<file path="config.mk">
export PLATFORM = sky130hd
export DESIGN_NAME = stream_substring_replace
export DESIGN_NICKNAME = d
export VERILOG_FILES = /design/src/design/ssr_pkg.sv /design/src/design/ssr_cell.sv /design/src/design/ssr_row.sv /design/src/design/stream_substring_replace.sv
export SDC_FILE = /design/constraint.sdc
export NUM_CORES = 1
export LEC_CHECK = 0
export BUFFER_PORTS_ARGS = -buffer_cell sky130_fd_sc_hd__buf_2
export CAP_MARGIN = 0
export CORE_MARGIN = 2
export CORE_UTILIZATION = 31
export DETAILED_ROUTE_END_ITERATION = 8
export GPL_TIMING_DRIVEN = 0
export MAX_ROUTING_LAYER = met4
export SLEW_MARGIN = 5
export SYNTH_ARGS = -nofsm -noshare
export SYNTH_HDL_FRONTEND = slang
export SYNTH_SLANG_ARGS = --single-unit
export TNS_END_PERCENT = 30
</file>
<file path="constraint.sdc">
create_clock -name clk -period 3.7 [get_ports clk]
set_clock_uncertainty 0.1 [all_clocks]
set_input_delay 0.37 -clock clk [delete_from_list [all_inputs] [get_ports clk]]
set_output_delay 0.37 -clock clk [all_outputs]
set_load 0.05 [all_outputs]
</file>
<file path="src/design/ssr_pkg.sv">
// Shared types and constants of the streaming find-and-replace block.
package ssr_pkg;

  // Configuration port
  localparam int CFG_W     = 64;
  localparam int CFG_IDX_W = 2;
  localparam int LEN_W     = 4;

  localparam logic [CFG_IDX_W-1:0] REG_PATTERN_BYTES      = 2'd0;
  localparam logic [CFG_IDX_W-1:0] REG_PATTERN_LENGTH     = 2'd1;
  localparam logic [CFG_IDX_W-1:0] REG_REPLACEMENT_BYTES  = 2'd2;
  localparam logic [CFG_IDX_W-1:0] REG_REPLACEMENT_LENGTH = 2'd3;

  // Request codes and the line end byte
  localparam logic       REQ_DATA     = 1'b0;
  localparam logic       REQ_EOF      = 1'b1;
  localparam logic [7:0] NEWLINE_BYTE = 8'd10;

  typedef struct packed {
    logic       req_type;
    logic [7:0] data_byte;
  } in_t;

  typedef struct packed {
    logic [7:0] out_byte;
    logic       last_of_run;
  } out_t;

  // Per-cycle commands from the sequencer to the cell row
  typedef struct packed {
    logic shift;   // every cell takes its right neighbor's byte
    logic append;  // the cell at the fill position takes the new byte
  } row_ctl_t;

endpackage

</file>
<file path="src/design/ssr_cell.sv">
// One cell of the hold row: a held byte and its compare against one pattern byte.
module ssr_cell (
  input  logic                clk,
  input  ssr_pkg::row_ctl_t   ctl,
  input  logic                sel,
  input  logic [7:0]          new_byte,
  input  logic [7:0]          right_byte,
  input  logic [7:0]          pat_byte,
  output logic [7:0]          held_byte,
  output logic                match
);

  logic [7:0] held_r;
  logic [7:0] held_nxt;

  // Shift toward the head, or take the new byte at the fill position
  always_comb begin
    held_nxt = held_r;
    if (ctl.shift) begin
      held_nxt = right_byte;
    end else if (ctl.append && sel) begin
      held_nxt = new_byte;
    end
  end

  always_ff @(posedge clk) begin
    held_r <= held_nxt;
  end

  assign held_byte = held_r;
  assign match     = (held_r == pat_byte);

endmodule

</file>
<file path="src/design/ssr_row.sv">
// Row of hold cells; cell 0 is the oldest held byte.
module ssr_row #(
  parameter int MAX_PATTERN = 8,
  parameter int CNT_W       = 4
) (
  input  logic                          clk,
  input  ssr_pkg::row_ctl_t             ctl,
  input  logic [CNT_W-1:0]              fill_pos,
  input  logic [7:0]                    new_byte,
  input  logic [ssr_pkg::CFG_W-1:0]     pat_bytes,
  output logic [7:0]                    head_byte,
  output logic [MAX_PATTERN-1:0]        match
);

  logic [7:0] held [MAX_PATTERN];

  for (genvar i = 0; i < MAX_PATTERN; i++) begin : g_cell
    logic [7:0] right;

    // Feed the tail cell a zero byte on a shift; it is past the fill count then
    if (i == MAX_PATTERN - 1) begin : g_tail
      assign right = 8'd0;
    end else begin : g_mid
      assign right = held[i+1];
    end

    ssr_cell u_cell (
      .clk        (clk),
      .ctl        (ctl),
      .sel        (fill_pos == CNT_W'(i)),
      .new_byte   (new_byte),
      .right_byte (right),
      .pat_byte   (pat_bytes[8*i +: 8]),
      .held_byte  (held[i]),
      .match      (match[i])
    );
  end

  assign head_byte = held[0];

endmodule

</file>
<file path="src/design/stream_substring_replace.sv">
// Streaming find-and-replace: top level with sequencer, configuration and output stage.
// Steps: a data byte is appended to the hold row, held bytes are released until the rest
//   is a pattern prefix, a full match is replaced, and the run is closed; a newline, or
//   an end of file on an open line, flushes the held bytes and a newline, then closes.
// No new item is taken until the run is closed. Reset: synchronous, active low; clears
//   hold count, line flag, output valid and registers; pattern length resets to one.
module stream_substring_replace #(
  parameter int MAX_PATTERN     = 8,
  parameter int MAX_REPLACEMENT = 8
) (
  input  logic                            clk,
  input  logic                            rst_n,
  input  logic                            in_valid,
  output logic                            in_stall,
  input  ssr_pkg::in_t                    in_data,
  output logic                            out_valid,
  input  logic                            out_stall,
  output ssr_pkg::out_t                   out_data,
  input  logic                            cfg_we,
  input  logic [ssr_pkg::CFG_IDX_W-1:0]   cfg_index,
  input  logic [ssr_pkg::CFG_W-1:0]       cfg_data
);

  localparam int CNT_W  = $clog2(MAX_PATTERN + 1);
  localparam int RCNT_W = $clog2(MAX_REPLACEMENT + 2);

  localparam logic [2:0] ST_IDLE  = 3'd0;
  localparam logic [2:0] ST_SCAN  = 3'd1;
  localparam logic [2:0] ST_REPL  = 3'd2;
  localparam logic [2:0] ST_FLUSH = 3'd3;
  localparam logic [2:0] ST_FIN   = 3'd4;

  logic [2:0]                   state_r, state_nxt;
  logic [CNT_W-1:0]             count_r, count_nxt;
  logic                         line_r, line_nxt;
  logic [RCNT_W-1:0]            k_r, k_nxt;
  logic [ssr_pkg::CFG_W-1:0]    pat_r, pat_nxt;
  logic [ssr_pkg::CFG_W-1:0]    rep_r, rep_nxt;
  logic [CNT_W-1:0]             plen_r, plen_nxt;
  logic [RCNT_W-1:0]            rlen_r, rlen_nxt;
  logic [7:0]                   pend_r, pend_nxt;
  logic                         pend_valid_r, pend_valid_nxt;
  logic                         out_valid_r, out_valid_nxt;
  ssr_pkg::out_t                out_r, out_nxt;

  ssr_pkg::row_ctl_t            row_ctl;
  logic [7:0]                   head_byte;
  logic [MAX_PATTERN-1:0]       match;
  logic [MAX_PATTERN-1:0]       below_count;
  logic                         prefix;
  logic                         out_free;
  logic                         can_emit;
  logic                         emit;
  logic [7:0]                   emit_byte;
  logic                         fin_push;
  logic [ssr_pkg::LEN_W-1:0]    len_val;
  logic [CNT_W-1:0]             plen_eff;
  logic [RCNT_W-1:0]            rlen_eff;

  ssr_row #(
    .MAX_PATTERN (MAX_PATTERN),
    .CNT_W       (CNT_W)
  ) u_row (
    .clk       (clk),
    .ctl       (row_ctl),
    .fill_pos  (count_r),
    .new_byte  (in_data.data_byte),
    .pat_bytes (pat_r),
    .head_byte (head_byte),
    .match     (match)
  );

  // Held bytes form a prefix of the pattern
  always_comb begin
    for (int i = 0; i < MAX_PATTERN; i++) begin
      below_count[i] = CNT_W'(i) < count_r;
    end
  end
  assign prefix = (&(match | ~below_count)) && (count_r <= plen_r);

  assign out_free = !out_valid_r || !out_stall;
  assign can_emit = !pend_valid_r || out_free;
  assign in_stall = (state_r != ST_IDLE);

  // Clamp configured lengths to the supported ranges
  assign len_val = cfg_data[ssr_pkg::LEN_W-1:0];
  always_comb begin
    if (len_val == '0) begin
      plen_eff = CNT_W'(1);
    end else if (len_val > ssr_pkg::LEN_W'(MAX_PATTERN)) begin
      plen_eff = CNT_W'(MAX_PATTERN);
    end else begin
      plen_eff = CNT_W'(len_val);
    end
    if (len_val > ssr_pkg::LEN_W'(MAX_REPLACEMENT)) begin
      rlen_eff = RCNT_W'(MAX_REPLACEMENT);
    end else begin
      rlen_eff = RCNT_W'(len_val);
    end
  end

  // Sequencer: append, release, replace, flush, close the run
  always_comb begin
    state_nxt = state_r;
    count_nxt = count_r;
    line_nxt  = line_r;
    k_nxt     = k_r;
    pat_nxt   = pat_r;
    rep_nxt   = rep_r;
    plen_nxt  = plen_r;
    rlen_nxt  = rlen_r;
    row_ctl   = '0;
    emit      = 1'b0;
    emit_byte = head_byte;
    fin_push  = 1'b0;

    case (state_r)
      ST_IDLE: begin
        if (in_valid) begin
          if (in_data.req_type == ssr_pkg::REQ_EOF) begin
            if (line_r || count_r != '0) begin
              state_nxt = ST_FLUSH;
            end else begin
              state_nxt = ST_FIN;
            end
          end else if (in_data.data_byte == ssr_pkg::NEWLINE_BYTE) begin
            state_nxt = ST_FLUSH;
          end else begin
            row_ctl.append = 1'b1;
            count_nxt      = count_r + CNT_W'(1);
            line_nxt       = 1'b1;
            state_nxt      = ST_SCAN;
          end
        end
      end
      ST_SCAN: begin
        if (count_r == '0) begin
          state_nxt = ST_FIN;
        end else if (prefix) begin
          if (count_r == plen_r) begin
            count_nxt = '0;
            k_nxt     = '0;
            state_nxt = (rlen_r != '0) ? ST_REPL : ST_FIN;
          end else begin
            state_nxt = ST_FIN;
          end
        end else if (can_emit) begin
          // Release the head byte and check the rest again
          emit          = 1'b1;
          row_ctl.shift = 1'b1;
          count_nxt     = count_r - CNT_W'(1);
        end
      end
      ST_REPL: begin
        if (can_emit) begin
          emit      = 1'b1;
          emit_byte = rep_r[8*k_r +: 8];
          k_nxt     = k_r + RCNT_W'(1);
          if (RCNT_W'(k_r + RCNT_W'(1)) == rlen_r) begin
            state_nxt = ST_FIN;
          end
        end
      end
      ST_FLUSH: begin
        if (can_emit) begin
          emit = 1'b1;
          if (count_r != '0) begin
            row_ctl.shift = 1'b1;
            count_nxt     = count_r - CNT_W'(1);
          end else begin
            emit_byte = ssr_pkg::NEWLINE_BYTE;
            line_nxt  = 1'b0;
            state_nxt = ST_FIN;
          end
        end
      end
      ST_FIN: begin
        if (!pend_valid_r) begin
          state_nxt = ST_IDLE;
        end else if (out_free) begin
          fin_push  = 1'b1;
          state_nxt = ST_IDLE;
        end
      end
      default: begin
        state_nxt = ST_IDLE;
      end
    endcase

    // Register writes; a pattern length no longer than the hold count drops the hold
    if (cfg_we) begin
      case (cfg_index)
        ssr_pkg::REG_PATTERN_BYTES: begin
          pat_nxt = cfg_data;
        end
        ssr_pkg::REG_PATTERN_LENGTH: begin
          plen_nxt = plen_eff;
          if (count_r >= plen_eff) begin
            count_nxt = '0;
          end
        end
        ssr_pkg::REG_REPLACEMENT_BYTES: begin
          rep_nxt = cfg_data;
        end
        ssr_pkg::REG_REPLACEMENT_LENGTH: begin
          rlen_nxt = rlen_eff;
        end
        default: begin
        end
      endcase
    end
  end

  // Hold one byte back so the last byte of a run can be marked
  always_comb begin
    pend_nxt       = pend_r;
    pend_valid_nxt = pend_valid_r;
    out_nxt        = out_r;
    out_valid_nxt  = out_valid_r;
    if (out_valid_r && !out_stall) begin
      out_valid_nxt = 1'b0;
    end
    if (emit) begin
      pend_nxt       = emit_byte;
      pend_valid_nxt = 1'b1;
      if (pend_valid_r) begin
        out_nxt.out_byte    = pend_r;
        out_nxt.last_of_run = 1'b0;
        out_valid_nxt       = 1'b1;
      end
    end else if (fin_push) begin
      out_nxt.out_byte    = pend_r;
      out_nxt.last_of_run = 1'b1;
      out_valid_nxt       = 1'b1;
      pend_valid_nxt      = 1'b0;
    end
  end

  always_ff @(posedge clk) begin
    if (!rst_n) begin
      state_r      <= ST_IDLE;
      count_r      <= '0;
      line_r       <= 1'b0;
      pat_r        <= '0;
      rep_r        <= '0;
      plen_r       <= CNT_W'(1);
      rlen_r       <= '0;
      pend_valid_r <= 1'b0;
      out_valid_r  <= 1'b0;
    end else begin
      state_r      <= state_nxt;
      count_r      <= count_nxt;
      line_r       <= line_nxt;
      pat_r        <= pat_nxt;
      rep_r        <= rep_nxt;
      plen_r       <= plen_nxt;
      rlen_r       <= rlen_nxt;
      pend_valid_r <= pend_valid_nxt;
      out_valid_r  <= out_valid_nxt;
    end
  end

  // Payload registers
  always_ff @(posedge clk) begin
    k_r    <= k_nxt;
    pend_r <= pend_nxt;
    out_r  <= out_nxt;
  end

  assign out_valid = out_valid_r;
  assign out_data  = out_r;

endmodule

</file>
# After elaboration in Yosys (flattened, before gate mapping)
# Index checks and enable logic that the tools add are counted.
[classes] add_sub_neg=3 n_lt_le_gt_ge=11 n_eq_ne=38 shifts=1 n_mux=82 bitwise=2 reduce_logical=43
[ops] cell="$mux W8" count=17
[ops] cell="$mux W4" count=18
[ops] cell="$eq A8 B8 Y1" count=8
[ops] cell="$shiftx A64 B8 Y8" count=1
[ops] cell="$mux W3" count=13
[ops] cell="$mux W9" count=3
[ops] cell="$mux W1" count=23
[ops] cell="$ne A2 B2 Y1 const B" count=11
[ops] cell="$reduce_bool A2 Y1" count=10
[ops] cell="$eq A4 B3 Y1 const B" count=4
[ops] cell="$lt A3 B4 Y1 const A" count=4
[ops] cell="$pmux W8 S2" count=1
[ops] cell="$pmux W3 S5" count=1
[ops] cell="$pmux W4 S3" count=1
[ops] cell="$logic_and A1 B1 Y1" count=10
[ops] cell="$reduce_and A2 Y1" count=5
[ops] cell="$add A4 B1 Y4 const B" count=2
[ops] cell="$eq A4 B2 Y1 const B" count=2
[ops] cell="$eq A4 B4 Y1" count=2
[ops] cell="$eq A8 B4 Y1 const B" count=1
[ops] cell="$logic_not A4 Y1" count=2
[ops] cell="$lt A1 B4 Y1 const A" count=2
[ops] cell="$lt A2 B4 Y1 const A" count=2
[ops] cell="$not A8 Y8" count=1
[ops] cell="27 further kinds" count=36
[word_totals] regBits=231 inputBits=80 elab_cells=201

# Logic depth before layout (Yosys ltp)
[logic_depth] ltp_word=11 depth_mapped=12 mapped_depth_nobuf=11

# Modules after synthesis
# A second synthesis with hierarchy kept.
[unflattened] cells_unflattened=1093 area_unflattened_um2=11323.4
[by_module_without_submodules] mod="stream_substring_replace" n_inst=1 cells_per_inst=852 area_per_inst_um2=7504.7
[by_module_without_submodules] mod="ssr_cell" n_inst=8 cells_per_inst=29 area_per_inst_um2=466.7
[by_module_without_submodules] mod="ssr_row" n_inst=1 cells_per_inst=9 area_per_inst_um2=85.1

# Least setup slack after synthesis
# No wires, ideal clock.
[synth_path] kind="register to register" startpoint="reg count_r[0]" endpoint="reg u_row.g_cell[0].u_cell.held_r[0], enable pin" setup_ns=0.375 arrival_ns=2.542 required_ns=3.225 slack_ns=0.683 stages_incl_launch_ff=12 path_buffers=4 cell_sequence="dfxtp_1 > clkbuf_1 > inv_1 > ha_1 > or3b_1 > buf_2 > nand2_1 > nor3_1 > o21a_1 > buf_6 > clkbuf_1 > o21bai_1"
[synth_between] elab_chain_cells=9 elab_cells_between_ends=22 cone_classes="9 x order compare; 5 x mux; 2 x bitwise; 6 x reduce/logical"
[synth_lines] item="from (decl)" line_no="stream_substring_replace.sv:34" source="logic [CNT_W-1:0] count_r, count_nxt;"
[synth_lines] item="from (signal assigned)" line_no="stream_substring_replace.sv:252" source="count_r <= count_nxt;"
[synth_lines] item="$lt A1 B4 Y1 (tied with other cells)" line_no="stream_substring_replace.sv:76" source="below_count[i] = CNT_W'(i) < count_r;"
[synth_lines] item="$not A8 Y8" line_no="stream_substring_replace.sv:79" source="assign prefix = (&(match | ~below_count)) && (count_r <= plen_r);"
[synth_lines] item="$or A8 B8 Y8" line_no="stream_substring_replace.sv:79"
[synth_lines] item="$reduce_and A8 Y1" line_no="stream_substring_replace.sv:79"
[synth_lines] item="$logic_and A1 B1 Y1" line_no="stream_substring_replace.sv:79"
[synth_lines] item="$mux W1" line_no="stream_substring_replace.sv:139" source="end else if (prefix) begin"
[synth_lines] item="$mux W1" line_no="stream_substring_replace.sv:137" source="if (count_r == '0) begin"
[synth_lines] item="$pmux W1 S2" line_no="stream_substring_replace.sv:117" source="case (state_r)"
[synth_lines] item="$reduce_bool A2 Y1 (no source line) *"
[synth_lines] item="to (signal assigned)" line_no="ssr_cell.sv:27" source="held_r <= held_nxt;"
[synth_lines] item="to (decl)" line_no="ssr_cell.sv:13" source="logic [7:0] held_r;"
# Mark *: on every way between the ends. The rest lies on a longest branch, timed or not.
# A chain may end at the register's enable or synchronous reset.

# Final worst setup path
[layout_path] startpoint="reg count_r[1]" endpoint="reg u_row.g_cell[0].u_cell.held_r[5], enable pin"
# Same word-level chain as after synthesis.

==> summary.md <==
| Metric | Value |
|---|---|
| Outcome | `finished clean` |
| Crit path time final | `3.52 ns` |
| First-pass GRT wire length | `47600 µm` |
| Max H-tree Level | `1` |
| Post-Synthesis Cells | `1104` |
| Routed WL per cell | `18.4 µm` |
| Final hold vios | `0` |
| Mux cell area share after synthesis | `0.124` |
| Worst-Margin Slew | `1.04 ns` |
| Origin of the critical flop-to-flop path | `count_r[1]$_SDFF_PN0_` |
| Post-synthesis sequential area ratio | `0.483` |
| Non-filler cells, final | `1708` |
| Core box area | `35600 µm²` |
| Remaining DRCs | `0` |
| Worst hold path type | `in2reg` |
| Largest net degree at the start of global routing | `14` |
| DP Wirelength | `24400 µm` |
| Synth async-reset ratio | `0` |
| Period Utilization, post-route | `0.950` |
| CTS max path bufs | `3` |
| Fraction of layout cells with a size suffix above 1 | `0.179` |
| Yosys synthesis warning count | `0` |
| Unique masters post-synth | `65` |
| Top-level port count | `91` |
| Synthesis-to-finish area growth | `17.9%` |
| Compound-cell area share of the yosys netlist | `0.140` |
| Post-Synth Adder-Cell Area | `0.0145` |
| Worst Path Arrival | `3.66 ns` |
| Pwr Density | `559 nW/µm²` |
| Most used cell along the critical path | `clkbuf_2` |
| Rows | `69` |
| Number of global-route vias before repair | `8301` |
| Die extent in y | `194 µm` |
| Maxcap violations | `0` |
| CTS root buffer | `clkbuf_16` |
| Rel. slew slack | `0.305` |
| Commonest register cell after synthesis | `dfxtp_1` |
| Largest cells by area after synthesis | `dfxtp_1 28%, edfxtp_1 21%, nand2_1 9.7%` |
| Max FO, Critical Path | `10` |
| Pre-Repair DR Iteration Count | `5` |
| Largest family of logic cells by synthesized area | `simple AND/OR/NAND/NOR gates` |
| Worst setup EP type | `flip-flop` |
| Clock buffer count from CTS | `26` |
| Cells on worst reg2reg path | `12` |
| Post-DR vias/cell | `4.93` |
| Hold_ws | `0.0104 ns` |
| Gr ovfl total | `0` |
| RSZ-0062 raised after global routing | `false` |
| CP Buf/Inv Count | `5` |
| Total die area | `37600 µm²` |
| Multi-input gate area | `5430 µm²` |
| GPL Wtd Cong | `0.883` |
| Avg Inst Size Synth | `10.1 µm²` |
| Crit path from | `count_r[1]$_SDFF_PN0_` |
| Cell Chain, Critical Path | `clkbuf_2, inv_1, ha_2, inv_2, nor3_4, a21oi_1, nor3_2, nand4_4, o21a_1, buf_6, clkbuf_2, o21bai_2` |
| Initial antenna violation count | `1` |
| Synth top area share | `0.276` |
| Flops & latches, synth | `231` |
| Detailed-route wire length | `31400 µm` |
| Routed Antenna Nets | `0` |
| Filler cells | `3600` |
| CP delay by family, top | `buffers and inverters` |
| Initial DRC count | `482` |
| Worst-skew pair later-pin latency | `0.54 ns` |
| Data required, critical path | `3.85 ns` |
| CP max stage cell | `dfxtp_1` |
| Starting Density | `0.314` |
| I/O Buffers | `85` |
| Crit path kind | `reg2reg` |
| Stages on worst setup path | `12` |
| Cell area after layout | `13200 µm²` |
| Highest cell delay on the worst timing path | `0.41 ns` |
| Final #Nets | `1321` |
| Post-synth EDFFs | `77` |
| Mapped cell area | `11200 µm²` |
| Gr usage total | `0.167` |
| Simple-Gate Fraction of Synth Area | `0.148` |
| CP Capture Point | `u_row.g_cell[0].u_cell.held_byte[5]$_DFFE_PP_` |
| VDD IR-drop max | `0.000334 V` |
| Sink Count | `231` |
| Worst setup SP type | `flip-flop` |
| Post-synth net total | `1197` |
| Placed Instances | `1650` |
| Reg-to-reg critical path endpoint | `u_row.g_cell[0].u_cell.held_byte[5]$_DFFE_PP_` |
| Fmax | `0.284 GHz` |
| Slew Limit Fails | `0` |
| Reg2reg setup slack | `0.18 ns` |
| Most area-hungry cell type in the Yosys netlist | `dfxtp_1` |
| Vias | `8412` |
| XOR/XNOR Fraction of Synth Area | `0.0572` |
| ANT cells | `0` |
| Die Wd | `194 µm` |
| Clk slew on worst S/H paths | `0.06 ns` |
| FF+latch area | `5400 µm²` |
| Fin util | `0.371` |
| Leakage | `4.83 nW` |
| Final setup TNS | `0 ns` |
| Dpl cell area | `12200 µm²` |
| CTS tree | `built` |
| Setup violators final | `0` |
## cell usage after synthesis, drive strengths merged (2+ instances only)
master,number
nor3b,4
and2,4
nor2,32
o31ai,2
nand2,289
mux2,58
o21bai,2
o41ai,2
a31oi,3
mux4,16
o22ai,3
clkbuf,60
nor2b,6
nand3,8
nor3,10
inv,11
nand2b,4
mux2i,17
edfxtp,77
a21o,7
a21oi,29
ha,13
or3b,2
o21ai,22
o311ai,2
nand4,10
o21a,5
nor4,12
dfxtp,154
a211o,2
xnor2,28
xor2,45
o22a,2
a21boi,129
nand3b,2
and3,3
buf,12
## worst reg2reg max path, delay by kind of cell, from the launching register on
kind            cells  cell delay [ns]
buf+inv             5             0.88
simple gates        3             0.80
compound gates      3             0.78
flops               1             0.41
fa+ha+maj           1             0.28
## cell type report
type                            count  area share
Timing Repair Buffer               96      0.0406
Buffer                             72      0.0253
Multi-Input combinational cell    789       0.412
Clock buffer                       43      0.0636
Clock inverter                      4     0.00199
Tap cell                          461      0.0438
Sequential cell                   231       0.409
Inverter                           12     0.00342
## power breakdown
group          switching (W)  internal [W]
logic                0.00110      0.000686
clock network        0.00103       0.00154
registers           0.000143       0.00288
total                0.00227       0.00511
## state kept, by name, indices dropped and copies added (netlist names), 3 cells and up
register                       cells
state_r                            3
pat_r                             64
rlen_r                             4
plen_r                             4
u_row.g_cell.u_cell.held_byte     64
count_r                            4
rep_r                             64
k_r                                4
out_data                           9
pend_r                             8
## how the worst min path moves through the flow
stage	endpoint	start	cells after the start
after floorplan	out_data[1]$_DFFE_PP_	pend_r[0]$_DFFE_PP_	0
after detailed placement	out_data[6]$_DFFE_PP_	pend_r[5]$_DFFE_PP_	0
after CTS	pat_r[6]$_SDFFE_PN0P_	cfg_data[6]	3
final	rep_r[15]$_SDFFE_PN0P_	cfg_data[15]	3
after global placement	out_data[7]$_DFFE_PP_	pend_r[6]$_DFFE_PP_	0
after global routing	rep_r[20]$_SDFFE_PN0P_	cfg_data[20]	3
## metal layers
metal,global-route usage,up-vias,routed length [µm]
met5,-,-,0
met4,0.0415,0,704
met3,0.0223,44,1750
met2,0.265,249,14500
met1,0.226,4036,14400
li1,-,4083,-
## logic make-up (layout without fill, tap and decap cells)
kind of cell | after synthesis | in the layout
buffers and inverters | 84 | 227
and+or+nand+nor | 390 | 390
DFF | 231 | 231
xor gates and xnor gates | 73 | 73
AOI/OAI and AO/OA | 222 | 222
adders and majority gates | 13 | 13
muxes | 91 | 91
## per-stage QoR
step	setup slack, ns	total power, W
floorplan	0.683	0.00428
global placement	-0.600	0.00479
detailed placement	-0.576	0.00481
CTS	0.00992	0.00741
global route	0.0613	0.00769
finish	0.184	0.00737
## timing repair
| item | in CTS | in global routing |
|---|---|---|
| gates resized for setup | 5 | 7 |
| hold buffers | 11 | 0 |
| setup endpoints to repair | 137 | 118 |
| setup buffers | 0 | 0 |
| endpoints found under the hold margin | 13 | 0 |
| pin swaps | 0 | 1 |
## layout by cell type (no fill, tap or decap), types with 3 or more instances in the layout
master	count
xnor2_1	28
a31oi_1	3
nand2_1	289
o21ai_1	3
xor2_1	45
mux2_4	55
dfxtp_1	154
nor3_2	3
ha_1	12
and3_1	3
clkbuf_8	6
a21boi_0	129
and2_1	4
mux2i_1	17
mux4_2	16
nor2b_1	6
buf_2	88
o21a_1	5
inv_1	9
dlygate4sd3_1	11
nand2b_1	4
nor3_1	6
nor3b_1	4
nand3_1	8
nand4_1	9
clkinv_2	3
o22ai_1	3
buf_6	7
clkbuf_1	65
nor2_1	32
o21ai_0	19
edfxtp_1	77
clkbuf_16	29
clkbuf_2	3
nor4_1	12
a21o_1	7
a21oi_1	28
No activity file was read; power rests on OpenSTA's default activity.
